### src/tlf_pkg.sv
// constants shared by the line framer
package tlf_pkg;

    localparam int MAX_LINE = 64;
    localparam int CNT_W    = $clog2(MAX_LINE + 1);
    localparam int ADDR_W   = (MAX_LINE > 1) ? $clog2(MAX_LINE) : 1;

    localparam logic [7:0] CH_NEWLINE = 8'd10;
    localparam logic [7:0] CH_CR      = 8'd13;

endpackage

### src/text_line_framer.sv
// newline-delimited line framer: collects received bytes, emits finished lines
//
// Input channel: i_in_valid / o_in_stall carry one received byte per beat on
// i_rx_byte. Output channel: o_out_valid / i_out_stall carry one line byte per
// beat on o_line_byte, with o_line_end set on the last byte of the line.
// A byte other than newline is written into the line memory when accepted, so
// input runs at one beat per cycle while a line is being collected.
// When a newline closes a non-empty line (a trailing carriage return removed),
// the block stalls input while it reads the line memory, one address per
// cycle while the receiver does not stall the output; input resumes once the
// read of the last line byte has been issued. o_out_valid for the first line
// byte rises after the state register enters reading, the read is issued
// into the registered memory output and the output register is loaded; the
// rest follow one per cycle while the receiver does not stall the output.
// A line longer than MAX_LINE bytes is dropped, and bytes up to and including
// the next newline are discarded. Empty lines give no output.
// A receiver stall holds the output register; the memory read data register
// absorbs one more byte before reads pause.
// Reset (synchronous, active low) empties the line and leaves the discard
// mode; the line memory itself is not cleared.
module text_line_framer (
    input  logic       i_clk,
    input  logic       i_rst_n,
    input  logic       i_in_valid,
    output logic       o_in_stall,
    input  logic [7:0] i_rx_byte,
    output logic       o_out_valid,
    input  logic       i_out_stall,
    output logic [7:0] o_line_byte,
    output logic       o_line_end
);
    import tlf_pkg::*;

    typedef enum logic {
        S_COLLECT,
        S_READ
    } t_state;

    t_state             r_state;
    logic [CNT_W-1:0]   r_fill;
    logic               r_resync;
    logic               r_last_cr;
    logic [CNT_W-1:0]   r_len;
    logic [CNT_W-1:0]   r_rd_idx;

    logic [7:0]         r_mem [MAX_LINE];
    logic [7:0]         r_q_data;
    logic               r_q_valid;
    logic               r_q_end;
    logic [7:0]         r_out_byte;
    logic               r_out_end;
    logic               r_out_valid;

    logic               in_acc;
    logic               is_nl;
    logic               wr_en;
    logic               rd_en;
    logic               rd_last;
    logic               q_take;
    logic [CNT_W-1:0]   n_len;

    assign o_in_stall  = (r_state == S_READ);
    assign in_acc      = i_in_valid && !o_in_stall;
    assign is_nl       = (i_rx_byte == CH_NEWLINE);
    assign n_len       = r_fill - {{(CNT_W-1){1'b0}}, r_last_cr};
    assign wr_en       = in_acc && !r_resync && !is_nl
                         && (r_fill != CNT_W'(MAX_LINE));
    assign q_take      = r_q_valid && (!r_out_valid || !i_out_stall);
    assign rd_en       = (r_state == S_READ) && (r_rd_idx < r_len)
                         && (!r_q_valid || q_take);
    assign rd_last     = (r_rd_idx == (r_len - CNT_W'(1)));

    // line memory, one write and one registered read port
    always_ff @(posedge i_clk) begin
        if (wr_en) begin
            r_mem[r_fill[ADDR_W-1:0]] <= i_rx_byte;
        end
        if (rd_en) begin
            r_q_data <= r_mem[r_rd_idx[ADDR_W-1:0]];
        end
    end

    always_ff @(posedge i_clk) begin
        if (!i_rst_n) begin
            r_state     <= S_COLLECT;
            r_fill      <= '0;
            r_resync    <= 1'b0;
            r_last_cr   <= 1'b0;
            r_len       <= '0;
            r_rd_idx    <= '0;
            r_q_valid   <= 1'b0;
            r_q_end     <= 1'b0;
            r_out_valid <= 1'b0;
            r_out_byte  <= '0;
            r_out_end   <= 1'b0;
        end else begin
            if (in_acc) begin
                priority if (r_resync) begin
                    if (is_nl) begin
                        r_resync  <= 1'b0;
                        r_fill    <= '0;
                        r_last_cr <= 1'b0;
                    end
                end else if (is_nl) begin
                    r_fill    <= '0;
                    r_last_cr <= 1'b0;
                    if (n_len != '0) begin
                        r_state  <= S_READ;
                        r_len    <= n_len;
                        r_rd_idx <= '0;
                    end
                end else if (r_fill == CNT_W'(MAX_LINE)) begin
                    // overlong line: drop it and wait for the next newline
                    r_fill    <= '0;
                    r_last_cr <= 1'b0;
                    r_resync  <= 1'b1;
                end else begin
                    r_fill    <= r_fill + CNT_W'(1);
                    r_last_cr <= (i_rx_byte == CH_CR);
                end
            end

            if (rd_en) begin
                r_rd_idx <= r_rd_idx + CNT_W'(1);
                r_q_end  <= rd_last;
                // data is captured at issue, so collecting may resume at once
                if (rd_last) begin
                    r_state <= S_COLLECT;
                end
            end

            if (rd_en) begin
                r_q_valid <= 1'b1;
            end else if (q_take) begin
                r_q_valid <= 1'b0;
            end

            if (q_take) begin
                r_out_valid <= 1'b1;
                r_out_byte  <= r_q_data;
                r_out_end   <= r_q_end;
            end else if (r_out_valid && !i_out_stall) begin
                r_out_valid <= 1'b0;
            end
        end
    end

    assign o_out_valid = r_out_valid;
    assign o_line_byte = r_out_byte;
    assign o_line_end  = r_out_end;

    a_fill_bound : assert property (@(posedge i_clk) disable iff (!i_rst_n)
        r_fill <= CNT_W'(MAX_LINE))
        else $error("line fill count beyond line memory");

    a_rd_in_line : assert property (@(posedge i_clk) disable iff (!i_rst_n)
        rd_en |-> (r_rd_idx < r_len) && (r_len != '0))
        else $error("read issued past end of line");

    a_q_hold : assert property (@(posedge i_clk) disable iff (!i_rst_n)
        (r_q_valid && !q_take) |=> r_q_valid && $stable(r_q_data))
        else $error("pending read data overwritten");

    a_resync_quiet : assert property (@(posedge i_clk) disable iff (!i_rst_n)
        (in_acc && r_resync) |=> (r_state == S_COLLECT) && (r_fill == '0))
        else $error("discarded byte changed line state");

endmodule
### config.mk
export PLATFORM = sky130hd
export DESIGN_NAME = text_line_framer
export DESIGN_NICKNAME = d
export VERILOG_FILES = /design/src/tlf_pkg.sv /design/src/text_line_framer.sv
export SDC_FILE = /design/constraint.sdc
export NUM_CORES = 1
export LEC_CHECK = 0
export BUFFER_PORTS_ARGS = -buffer_cell sky130_fd_sc_hd__buf_2
export CAP_MARGIN = 5
export CORE_MARGIN = 3
export CORE_UTILIZATION = 41
export DETAILED_ROUTE_END_ITERATION = 8
export SYNTH_ARGS = -nofsm -noshare
export SYNTH_HDL_FRONTEND = slang
export SYNTH_SLANG_ARGS = --single-unit
### constraint.sdc
create_clock -name i_clk -period 3.24 [get_ports i_clk]
set_clock_uncertainty 0.1 [all_clocks]
set_input_delay 0.972 -clock i_clk [delete_from_list [all_inputs] [get_ports i_clk]]
set_output_delay 0.972 -clock i_clk [all_outputs]
set_load 0.02 [all_outputs]
# Word-level counts from Yosys, hierarchy flattened

Memory sizes are Yosys's and may differ from the RTL's. A register that Yosys moved wholly into a read port is not among the register bits.
Index checks and enable logic that the tools add are counted.

Bits in registers: 36
Bits in writable memories: 512
Input port bits: 12
Output and inout bits: 11
Logic and storage cells: 79
Memories: 1

Add/subtract/negate cells: 4
$lt $le $gt $ge: 1
Equality and inequality tests: 7
Muxes and demuxes: 29
Bitwise logic cells: 1
Reduce and logical (&&, ||, !) cells: 25

Memories:

| memory | depth | width | read ports | clocked after memory_dff | wr ports | RTL line               | source |
|---|---|---|---|---|---|---|---|
| r_mem  | 64    | 8     | 1          | 1                        | 1        | text_line_framer.sv:46 | `logic [7:0] r_mem [MAX_LINE];` |

Operators by type and width:

| cell                                             | count |
|---|---|
| 2-to-1 mux 7 bit                                 | 9 |
| 2-to-1 mux 1 bit                                 | 20 |
| == test 8 x 4 -> 1 bit, second input constant    | 2 |
| adder 7 x 1 -> 7 bit, second input constant      | 2 |
| nonzero test 2 bit                               | 5 |
| logical AND 1 bit                                | 8 |
| AND reduction 4 bit                              | 2 |
| == test 7 bit                                    | 1 |
| == test 7 bit, second input constant             | 1 |
| less-than comparator 7 bit                       | 1 |
| != test 7 bit, second input constant             | 1 |
| nonzero test 7 bit                               | 1 |
| subtractor 7 x 1 -> 7 bit                        | 1 |
| subtractor 7 x 1 -> 7 bit, second input constant | 1 |
| zero test 1 bit                                  | 6 |
| != test 2 x 1 -> 1 bit, second input constant    | 2 |
| logical OR 1 bit                                 | 2 |
| AND reduction 2 bit                              | 1 |
| NOT 1 bit                                        | 1 |

# Logic depth before layout (Yosys ltp)

Gate-level depths: netlist of run 1.

Word-level depth: 8
Depth in mapped cells: 11

# Worst setup path before layout of run 1

No wires, ideal clock.

Path type: input to register
From: input port i_in_valid
To: memory r_mem[41][0] (enable)
Library setup time: 0.395 ns
Data arrival time: 2.795 ns
Data required time: 2.745 ns
Slack: -0.050 ns
Stages: 5
Cells stage by stage: or3b_1 > a31oi_1 > buf_2 > nand4_1 > nor4bb_1

Longest elaborated chain between the ends: 6

Ends and longest elaborated chain:

| element                                | RTL line               | source |
|---|---|---|
| start: declaration                     | text_line_framer.sv:24 | `input logic i_in_valid,` |
| logical AND 1 bit                      | text_line_framer.sv:63 | `assign in_acc = i_in_valid && !o_in_stall;` |
| logical AND 1 bit (2 in series)        | text_line_framer.sv:66 | `assign wr_en = in_acc && !r_resync && !is_nl` |
| logical AND 1 bit                      | text_line_framer.sv:67 | `&& (r_fill != CNT_W'(MAX_LINE));` |
| 2-to-1 mux 1 bit                       | text_line_framer.sv:75 | `if (wr_en) begin` |
| 2-to-1 mux 1 bit (implied by the code) | text_line_framer.sv:76 | `r_mem[r_fill[ADDR_W-1:0]] <= i_rx_byte;` |
| end: declaration                       | text_line_framer.sv:46 |  |

Every way passes these cells.

# Worst setup path in the final report of run 1

From: input port i_in_valid
To: memory r_mem[28][3] (enable)

Same word-level chain as after synthesis.

==> implementation parameters, run 1 <==
Parameter                              Value

Synth
  Proportion of synthesized chip area in sequential cells    between 70% and 80%
  Avg Synthesized Cell Area    between 15 and 20 µm²
  Asr flop ratio synth    0%
  YS warnings    0
  Most frequent cell after synthesis    sky130_fd_sc_hd__edfxtp_1
  Largest cells by area after synthesis    sky130_fd_sc_hd__edfxtp_1, sky130_fd_sc_hd__mux4_2, sky130_fd_sc_hd__dfxtp_1, sky130_fd_sc_hd__nor2_1, sky130_fd_sc_hd__o22ai_1
  Count of cell types in the netlist    60
  Syn Inst Count    approximately 1200
  Number of synthesized flops with an enable pin    520
  Yosys top cell by area    sky130_fd_sc_hd__edfxtp_1
  Synth Register Bits    556
  Top-area cell type share of the netlist area    between 70% and 80%
  Ys flop type    sky130_fd_sc_hd__edfxtp_1
  Syn nets    1206
  List of most frequent post-synthesis cells    sky130_fd_sc_hd__edfxtp_1, sky130_fd_sc_hd__mux4_2, sky130_fd_sc_hd__nor2_1
  Synthesized area    22100 µm²

Timing
  Final number of hold-violating endpoints    0
  Max-Slew Margin vs Limit    approximately 28%
  Setup violation total in the final timing report    0
  Final hold slack    around 350 ps
  Shortest period the worst path allows    about 3100 ps
  Setup repair after global routing missed its margin    no
  Slew @ Worst Pin    between 1000 and 1500 ps
  Number of max-slew violations in the final report    0
  Final cycle utilization of the critical path    94.2%
  Max Clock Freq    0.328 GHz

Global route
  Global-route wire length before repair    roughly 80000 µm
  GRT busiest layer    met2
  Initial antenna violation count    1
  Pin count of the biggest net entering global routing    66
  Global routing met3 resource utilization    approximately 3.4%
  Vias in the first global route    11700
  Global Route met2 Usage    29.0%
  Global routing usage summed across all routing layers    19.2%
  Residual overflow from global routing    0
  Global routing usage on met1    between 20% and 30%

Route
  Via count    approximately 12000
  Wire length per cell after detailed routing    roughly 27 µm
  Residual DRC    0
  First-pass iteration count of the detailed router    5
  Drt first-iter violations    between 1000 and 1500
  Total wire length    about 54000 µm
  Via density    around 5.8
  DRT antenna net count    0

Floorplanning
  Total I/O pin count    23
  Area of the core    about 53000 µm²
  Die width    238 µm
  Effective utilization at floorplan    a little over two fifths
  Full die area    roughly 57000 µm²
  Row cnt    84
  Height of the die    roughly 240 µm

Critical path
  Data arrival at the endpoint of the critical path    roughly 3200 ps
  Data required time at the worst endpoint    roughly 3400 ps
  Worst-path maximum fanout    8
  Worst reg2reg path depth    5
  Type of the worst setup path    input pin to flip-flop
  Critical path launch point type    input pin
  Setup slack of the most critical reg-to-reg path    around 190 ps
  Worst flop-to-flop path endpoint    r_q_data[3]$_DFFE_PP_
  Endpoint of the worst setup timing path    r_mem[28][3]$_DFFE_PP_
  Kind of capture point of the worst setup path    flip-flop
  Launch point of the worst path    i_in_valid
  RR Startpoint    r_rd_idx[0]$_SDFFE_PN0P_

Power
  Leak    7.97 nW
  Power density over the cells    between 500 and 600 nW/µm²
  Power after layout    about 15 mW
  Largest vdd supply drop    0.000408 V

Clock tree
  Clock tree from TritonCTS    built
  Sink count of the clock tree    between 500 and 600
  Hold-fix buffers, CTS    0
  TritonCTS Buffers    a little under 60
  Clock slew at reported path FFs    approximately 60 ps
  Clock root buffer    sky130_fd_sc_hd__clkbuf_16
  Number of cells upsized or downsized after cts    0
  Insertion delay of the later-clocked pin in the worst-skew pair    600 ps
  Buffer levels on the longest clock path    3
  Number of levels the H-tree was split into    2
  Buffers inserted during post-CTS setup optimization    0

Layout
  Diodes inserted    0
  Final instance area    25500 µm²
  Final-stage net count    between 1000 and 1500
  Layout overhead on the synthesized area    15.2%
  Share of the core filled with cells in the final layout    48.1%
  Layout filler cell count    between 4000 and 5000
  Share of layout cells above drive strength 1    26.1%

Place
  Gpl congestion    approximately 0.9
  Placed cell area    23600 µm²
  Final HPWL DP    ~34000 µm
  Number of buffer cells added on primary ports    22

Hold path
  Classification of the worst-slack hold path    flip-flop to flip-flop

Job
  Count of maximum capacitance violations    0

Status
  Run status    complete, no violations
[cell usage in the layout (no fill, tap or decap), drive strengths merged, types with 10 or more instances in the layout]
cell type	synthesis	routed
a21oi	28	28
a22oi	15	15
buf	28	122
clkbuf	41	75
clkinv	4	26
dfxtp	36	36
edfxtp	520	520
ha	14	14
inv	16	19
mux2i	12	12
mux4	130	130
nand2	47	47
nand2b	10	10
nand3	21	21
nor2	83	83
nor3	18	18
o21ai	11	11
o22ai	38	38
[worst min-delay path by stage]
stage / cells after the start / to / from
finish: 2 / o_line_byte[4]$_SDFFE_PN0P_ / o_line_byte[4]$_SDFFE_PN0P_
global route: 2 / o_line_byte[6]$_SDFFE_PN0P_ / o_line_byte[6]$_SDFFE_PN0P_
CTS: 2 / o_line_byte[4]$_SDFFE_PN0P_ / o_line_byte[4]$_SDFFE_PN0P_
detailed placement: 2 / o_line_byte[4]$_SDFFE_PN0P_ / o_line_byte[4]$_SDFFE_PN0P_
global placement: 2 / o_line_end$_SDFFE_PN0P_ / o_line_end$_SDFFE_PN0P_
floorplan: 2 / o_line_end$_SDFFE_PN0P_ / r_q_end$_SDFFE_PN0P_
[power by group]
part,switching (mW),internal (mW)
Sequential,0.00744,7.86
Combinational,0.223,0.0580
Clock,2.73,3.81
[state kept, by name (all words and copies together), names as in the netlist]
signal       flops
r_rd_idx         7
r_q_data         8
o_out_valid      1
r_len            7
r_last_cr        1
o_in_stall       1
r_mem          512
r_q_end          1
o_line_end       1
o_line_byte      8
r_resync         1
r_fill           7
r_q_valid        1
[layer usage]
metal / part of all wire, % / wire (µm) / vias to the layer above
met5: 0.024 / 13 / -
met4: 3.1 / 1680 / 2
met3: 6.8 / 3670 / 98
met2: 45 / 24600 / 486
met1: 45 / 24100 / 6105
li1: - / - / 5058
[critical path: stages]
cell and delay, ps:
sky130_fd_sc_hd__buf_2 110, sky130_fd_sc_hd__or3b_1 350, sky130_fd_sc_hd__a31oi_1 230, sky130_fd_sc_hd__nand2_1 250
sky130_fd_sc_hd__or3_1 600, sky130_fd_sc_hd__buf_4 210, sky130_fd_sc_hd__nor2_1 470
[stage by stage]
stage | cells | TNS [ps] | setup WS, ps
floorplan | 1180 | 0 | 69.8
global placement | 1921 | -81090 | -342
detailed placement | 1921 | -86490 | -344
CTS | 2030 | 0 | 236
global route | 2030 | 0 | 67.3
finish | 2030 | 0 | 189
[cells by family after synthesis]
family          after synthesis  share of synthesized area, %
mux                         142                          13.8
buf+inv                      89                          1.88
simple gates                234                          5.17
xor+xnor                     12                         0.476
flops                       556                          73.9
compound gates              133                          3.99
fa+ha+maj                    14                         0.792
[layout make-up]
type	instances	area (µm²)	area share, %
Timing Repair Buffer	122	923	3.63
Tap cell	688	861	3.38
Sequential cell	556	16300	64.2
Clock buffer	75	1600	6.28
Clock inverter	34	300	1.18
Inverter	20	75.1	0.295
Multi-Input combinational cell	535	5360	21.0
(Power assumes the default switching activity.)
==> inputs of run 2 (changes only) <==
--- a/config.mk
+++ b/config.mk
@@ -5,7 +5,7 @@
 export SDC_FILE = /design/constraint.sdc
 export NUM_CORES = 1
 export LEC_CHECK = 0
-export BUFFER_PORTS_ARGS = -buffer_cell sky130_fd_sc_hd__buf_2
+export BUFFER_PORTS_ARGS = -buffer_cell sky130_fd_sc_hd__buf_4
 export CAP_MARGIN = 5
 export CORE_MARGIN = 3
 export CORE_UTILIZATION = 41
==> implementation parameters, run 2 (synthesized netlist as in run 1, its figures left out) <==
Parameter                              Value

Status
  Run status    complete, no violations

Critical path
  Worst reg2reg path depth    5 (unchanged)
  Worst-path maximum fanout    45 (+37)
  Setup slack of the most critical reg-to-reg path    190 ps (about the same)
  Kind of capture point of the worst setup path    flip-flop
  Worst flop-to-flop path endpoint    r_q_data[5]$_DFFE_PP_
  Data required time at the worst endpoint    3450 ps (+80 ps)
  RR Startpoint    r_rd_idx[2]$_SDFFE_PN0P_
  Endpoint of the worst setup timing path    r_q_data[5]$_DFFE_PP_
  Type of the worst setup path    flip-flop to flip-flop
  Critical path launch point type    flip-flop
  Launch point of the worst path    r_rd_idx[2]$_SDFFE_PN0P_
  Data arrival at the endpoint of the critical path    3260 ps (+70 ps)

Timing
  Max Clock Freq    0.328 GHz (+0.19%)
  Final number of hold-violating endpoints    0 (unchanged)
  Slew @ Worst Pin    1040 ps (-31.4 ps)
  Number of max-slew violations in the final report    0 (unchanged)
  Max-Slew Margin vs Limit    30.1% (+1.9 points)
  Final-layout setup total negative slack    0 ps (unchanged)
  Final hold slack    347 ps (-6.50 ps)
  Shortest period the worst path allows    3050 ps (-5.67 ps)
  Worst-case setup margin in the final layout    195 ps (+5.67 ps)
  Final cycle utilization of the critical path    94.0% (-0.18 points)
  Setup violation total in the final timing report    0 (unchanged)
  Setup repair after global routing missed its margin    no

Place
  Number of buffer cells added on primary ports    22 (unchanged)
  Gpl congestion    0.873 (-5.5%)
  Cell count after placement    1918 (-0.16%)
  Placed cell area    23600 µm² (+0.35%)
  Final HPWL DP    33100 µm (-3.4%)
  Post-Place Worst Slack    -328 ps (+16.1 ps)

Floorplanning
  Total I/O pin count    23 (unchanged)
  Area of the core    53000 µm² (unchanged)
  Row cnt    84 (unchanged)
  Effective utilization at floorplan    41.7% (unchanged)
  Height of the die    238 µm (unchanged)
  Full die area    56700 µm² (unchanged)
  Die width    238 µm (unchanged)

Power
  Largest vdd supply drop    0.000431 V (+5.6%)
  Leak    7.98 nW (+0.18%)
  Power density over the cells    580 nW/µm² (+0.53%)
  Power after layout    14.8 mW (+0.86%)

Clock tree
  Hold-fix buffers, CTS    0 (unchanged)
  Sink count of the clock tree    556 (unchanged)
  Insertion delay of the later-clocked pin in the worst-skew pair    590 ps (about the same)
  Number of levels the H-tree was split into    2 (unchanged)
  Clock slew at reported path FFs    60 ps (about the same)
  Number of cells upsized or downsized after cts    0 (unchanged)
  Clock root buffer    sky130_fd_sc_hd__clkbuf_16
  TritonCTS Buffers    56 (-3.4%)
  Buffers inserted during post-CTS setup optimization    0 (unchanged)
  Clock tree from TritonCTS    built
  Buffer levels on the longest clock path    3 (unchanged)

Route
  Drt first-iter violations    1463 (+19%)
  First-pass iteration count of the detailed router    5 (unchanged)
  DRT antenna net count    0 (unchanged)
  Wire length per cell after detailed routing    26.4 µm (-0.69%)
  Via density    5.79 (about the same)
  Via count    11700 (-0.50%)
  Total wire length    53400 µm (-1.3%)
  Residual DRC    0 (unchanged)

Global route
  Pin count of the biggest net entering global routing    66 (unchanged)
  Global-route wire length before repair    79300 µm (-0.93%)
  Initial antenna violation count    0 (-1)
  Global routing usage summed across all routing layers    19.0% (-0.21 points)
  Vias in the first global route    11600 (-0.84%)
  Residual overflow from global routing    0 (unchanged)

Layout
  Most common library cell in the layout ignoring fill and taps    sky130_fd_sc_hd__edfxtp_1
  Layout overhead on the synthesized area    15.6%
  Share of layout cells above drive strength 1    25.9% (-0.22 points)
  Final instance area    25500 µm² (+0.33%)
  Final-stage net count    1314 (-0.38%)
  Number of flip-flops in the largest register    512 (unchanged)
  Commonest non-fill, non-tap cells in the layout    sky130_fd_sc_hd__edfxtp_1, sky130_fd_sc_hd__mux4_2, sky130_fd_sc_hd__buf_4
  Post-Layout Cell Count    2018 (-0.59%)
  Diodes inserted    0 (unchanged)
  Share of the core filled with cells in the final layout    48.2% (+0.16 points)

Job
  Count of maximum capacitance violations    0 (unchanged)

Hold path
  Classification of the worst-slack hold path    flip-flop to flip-flop
run 2: worst min-delay path by stage:
stage                         startpoint                       to  slack (ps)  cells after the start
floorplan           r_q_end$_SDFFE_PN0P_  o_line_end$_SDFFE_PN0P_         330                      2
global placement    r_q_end$_SDFFE_PN0P_  o_line_end$_SDFFE_PN0P_         340                      2
detailed placement  r_q_end$_SDFFE_PN0P_  o_line_end$_SDFFE_PN0P_         350                      2
CTS                 r_q_end$_SDFFE_PN0P_  o_line_end$_SDFFE_PN0P_         350                      2
global route        r_q_end$_SDFFE_PN0P_  o_line_end$_SDFFE_PN0P_         370                      2
finish              r_q_end$_SDFFE_PN0P_  o_line_end$_SDFFE_PN0P_         350                      2
run 2: where the power goes:
group          switching [mW]  leakage [nW]  internal, mW
logic                   0.210          2.09        0.0575
clock network            2.66         0.924          4.02
registers              0.0106          4.97          7.86
run 2: final cells by class:
| cell class | count | area, µm² |
|---|---|---|
| Timing Repair Buffer | 119 | 1010 |
| Tap cell | 688 | 861 |
| Clock inverter | 32 | 383 |
| Sequential cell | 556 | 16300 |
| Fill cell | 4426 | 27400 |
| Clock buffer | 68 | 1520 |
| Multi-Input combinational cell | 535 | 5360 |
| Inverter | 20 | 75.1 |
run 2: worst max-delay path, stage by stage (launching register included):
cell and delay, ps:
sky130_fd_sc_hd__dfxtp_4 860, sky130_fd_sc_hd__buf_12 270, sky130_fd_sc_hd__nand2b_1 350, sky130_fd_sc_hd__o22ai_1 470, sky130_fd_sc_hd__nor4_1 100, sky130_fd_sc_hd__or4_1 600
run 2: metal layers:
metal	routed length [µm]	part of all wire [%]	GRT usage, %
met5	0	0	0
met4	1770	3.3	6.56
met3	3950	7.4	3.64
met2	23900	45	28.0
met1	23800	45	28.6
==> inputs of run 3 (changes only) <==
--- a/config.mk
+++ b/config.mk
@@ -7,6 +7,7 @@
 export LEC_CHECK = 0
 export BUFFER_PORTS_ARGS = -buffer_cell sky130_fd_sc_hd__buf_4
 export CAP_MARGIN = 5
+export CORE_ASPECT_RATIO = 1.2
 export CORE_MARGIN = 3
 export CORE_UTILIZATION = 41
 export DETAILED_ROUTE_END_ITERATION = 8
==> implementation parameters, run 3 (synthesized netlist as in run 1, its figures left out) <==
Parameter                              Value

Layout
  Layout filler cell count    4448 (+0.50%)
  Area taken by multi-input logic gates    5360 µm² (unchanged)
  Diodes inserted    0 (unchanged)
  Share of layout cells above drive strength 1    26.2% (+0.36 points)
  Register cell area after layout    16300 µm² (unchanged)
  Number of flip-flops in the largest register    512 (unchanged)
  Final-stage net count    1315 (+0.076%)
  Commonest non-fill, non-tap cells in the layout    sky130_fd_sc_hd__edfxtp_1, sky130_fd_sc_hd__mux4_2, sky130_fd_sc_hd__buf_4
  Share of the core filled with cells in the final layout    47.9% (-0.31 points)
  Layout overhead on the synthesized area    14.8%
  Post-Layout Cell Count    2036 (+0.89%)
  Most common library cell in the layout ignoring fill and taps    sky130_fd_sc_hd__edfxtp_1

Clock tree
  Buffers inserted during post-CTS setup optimization    0 (unchanged)
  Clock root buffer    sky130_fd_sc_hd__clkbuf_16
  TritonCTS Buffers    50 (-11%)
  Sink count of the clock tree    556 (unchanged)
  Number of cells upsized or downsized after cts    0 (unchanged)
  Buffer levels on the longest clock path    3 (unchanged)
  Clock slew at reported path FFs    70 ps (about the same)
  Insertion delay of the later-clocked pin in the worst-skew pair    570 ps (-20 ps)
  Clock tree from TritonCTS    built
  Number of levels the H-tree was split into    2 (unchanged)
  Hold-fix buffers, CTS    0 (unchanged)

Place
  Number of buffer cells added on primary ports    22 (unchanged)
  Gpl congestion    0.889 (+1.8%)
  Cell count after placement    1942 (+1.3%)
  Final HPWL DP    34500 µm (+4.0%)

Route
  Drt first-iter violations    1321 (-9.7%)
  Total wire length    53200 µm (-0.25%)
  Via count    11600 (-1.1%)
  Wire length per cell after detailed routing    26.1 µm (-1.1%)
  DRT antenna net count    0 (unchanged)
  Via density    5.68 (-1.9%)
  Residual DRC    0 (unchanged)
  First-pass iteration count of the detailed router    7 (+2)

Timing
  Final number of hold-violating endpoints    0 (unchanged)
  Shortest period the worst path allows    3040 ps (-9.36 ps)
  Final cycle utilization of the critical path    93.7% (-0.29 points)
  Max Clock Freq    0.329 GHz (+0.31%)
  Setup repair after global routing missed its margin    no
  Slew @ Worst Pin    829 ps (-216 ps)
  Final hold slack    360 ps (+12.6 ps)
  Final-layout setup total negative slack    0 ps (unchanged)
  Setup violation total in the final timing report    0 (unchanged)
  Number of max-slew violations in the final report    0 (unchanged)
  Max-Slew Margin vs Limit    44.5% (+14 points)

Power
  Power after layout    14.2 mW (-4.1%)
  Leak    7.94 nW (-0.55%)
  Power density over the cells    560 nW/µm² (-3.5%)
  Largest vdd supply drop    0.000413 V (-4.3%)

Floorplanning
  Height of the die    260 µm (+9.3%)
  Die width    218 µm (-8.5%)
  Area of the core    53000 µm² (about the same)
  Full die area    56700 µm² (about the same)
  Effective utilization at floorplan    41.7% (about the same)
  Total I/O pin count    23 (unchanged)
  Row cnt    92 (+9.5%)

Critical path
  Type of the worst setup path    flip-flop to flip-flop
  Kind of capture point of the worst setup path    flip-flop
  Data required time at the worst endpoint    3430 ps (-20 ps)
  Max stage delay on crit path    710 ps (-150 ps)
  Cell with the largest stage delay on the worst path    sky130_fd_sc_hd__dfxtp_4
  Worst-path maximum fanout    22 (-51%)
  Data arrival at the endpoint of the critical path    3220 ps (-40 ps)
  Ordered list of cells on the worst path    buf_12 > mux4_2 > o22ai_1 > nor3_1 > or4_1
  Critical path launch point type    flip-flop

Global route
  Residual overflow from global routing    0 (unchanged)
  Global routing usage summed across all routing layers    18.9% (-0.15 points)
  Pin count of the biggest net entering global routing    66 (unchanged)
  Vias in the first global route    11800 (+1.2%)
  Global-route wire length before repair    78600 µm (-0.79%)
  Initial antenna violation count    0 (unchanged)

Hold path
  Classification of the worst-slack hold path    flip-flop to flip-flop

Status
  Run status    complete, no violations

Job
  Count of maximum capacitance violations    0 (unchanged)
==> run 3: cell types whose count changed in the layout (fill, tap and decap cells not counted), moves of 3 or more <==
| cell | change |
|---|---|
| sky130_fd_sc_hd__clkbuf_16 | -4 |
| sky130_fd_sc_hd__clkinv_2 | +6 |
| sky130_fd_sc_hd__buf_12 | -4 |
| sky130_fd_sc_hd__buf_4 | +11 |
| sky130_fd_sc_hd__clkinv_1 | -6 |
| sky130_fd_sc_hd__clkbuf_8 | -3 |
| sky130_fd_sc_hd__bufinv_16 | -3 |
==> run 3: final timing paths <==
path / from / to / slack, ps / cells past startpoint
max: r_rd_idx[0]$_SDFFE_PN0P_ / r_q_data[1]$_DFFE_PP_ / 200 / 5
min: o_line_byte[1]$_SDFFE_PN0P_ / o_line_byte[1]$_SDFFE_PN0P_ / 360 / 2
max reg2reg: r_rd_idx[0]$_SDFFE_PN0P_ / r_q_data[1]$_DFFE_PP_ / 200 / 5
min reg2reg: o_line_byte[1]$_SDFFE_PN0P_ / o_line_byte[1]$_SDFFE_PN0P_ / 360 / 2
==> run 3: cell type report <==
| type | instances | area share (%) |
|---|---|---|
| repair buffers | 126 | 3.97 |
| clock inverters | 31 | 1.25 |
| flip-flops and latches | 556 | 64.4 |
| inverters | 20 | 0.296 |
| clock buffers | 63 | 5.45 |
| multi-input cells | 535 | 21.1 |
| well taps | 705 | 3.48 |
==> run 3: metal layers <==
metal  part of all wire [%]  global-route usage [%]
met5                      0                       0
met4                    3.9                    7.58
met3                    6.9                    3.10
met2                     48                    30.0
met1                     41                    26.2
==> run 3: critical path: cells and delay by family (launching register included) <==
kind                   cells  cell delay [ps]
muxes                      1              530
and+or+nand+nor            2              780
buffers and inverters      1              260
DFF                        1              710
AOI/OAI and AO/OA          1              330
==> run 3: power breakdown <==
group | internal [mW] | total [mW] | switching (mW)
combinational | 0.0574 | 0.272 | 0.215
clock | 3.52 | 6.07 | 2.55
sequential | 7.86 | 7.87 | 0.00942
==> run 3: through the flow <==
| stage | setup slack [ps] | area (µm²) |
|---|---|---|
| finish | 204 | 25400 |
| global route | 169 | 25400 |
| CTS | 252 | 25400 |
| detailed placement | -76.7 | 23700 |
| global placement | -61.5 | 23700 |
| floorplan | 69.8 | 22100 |
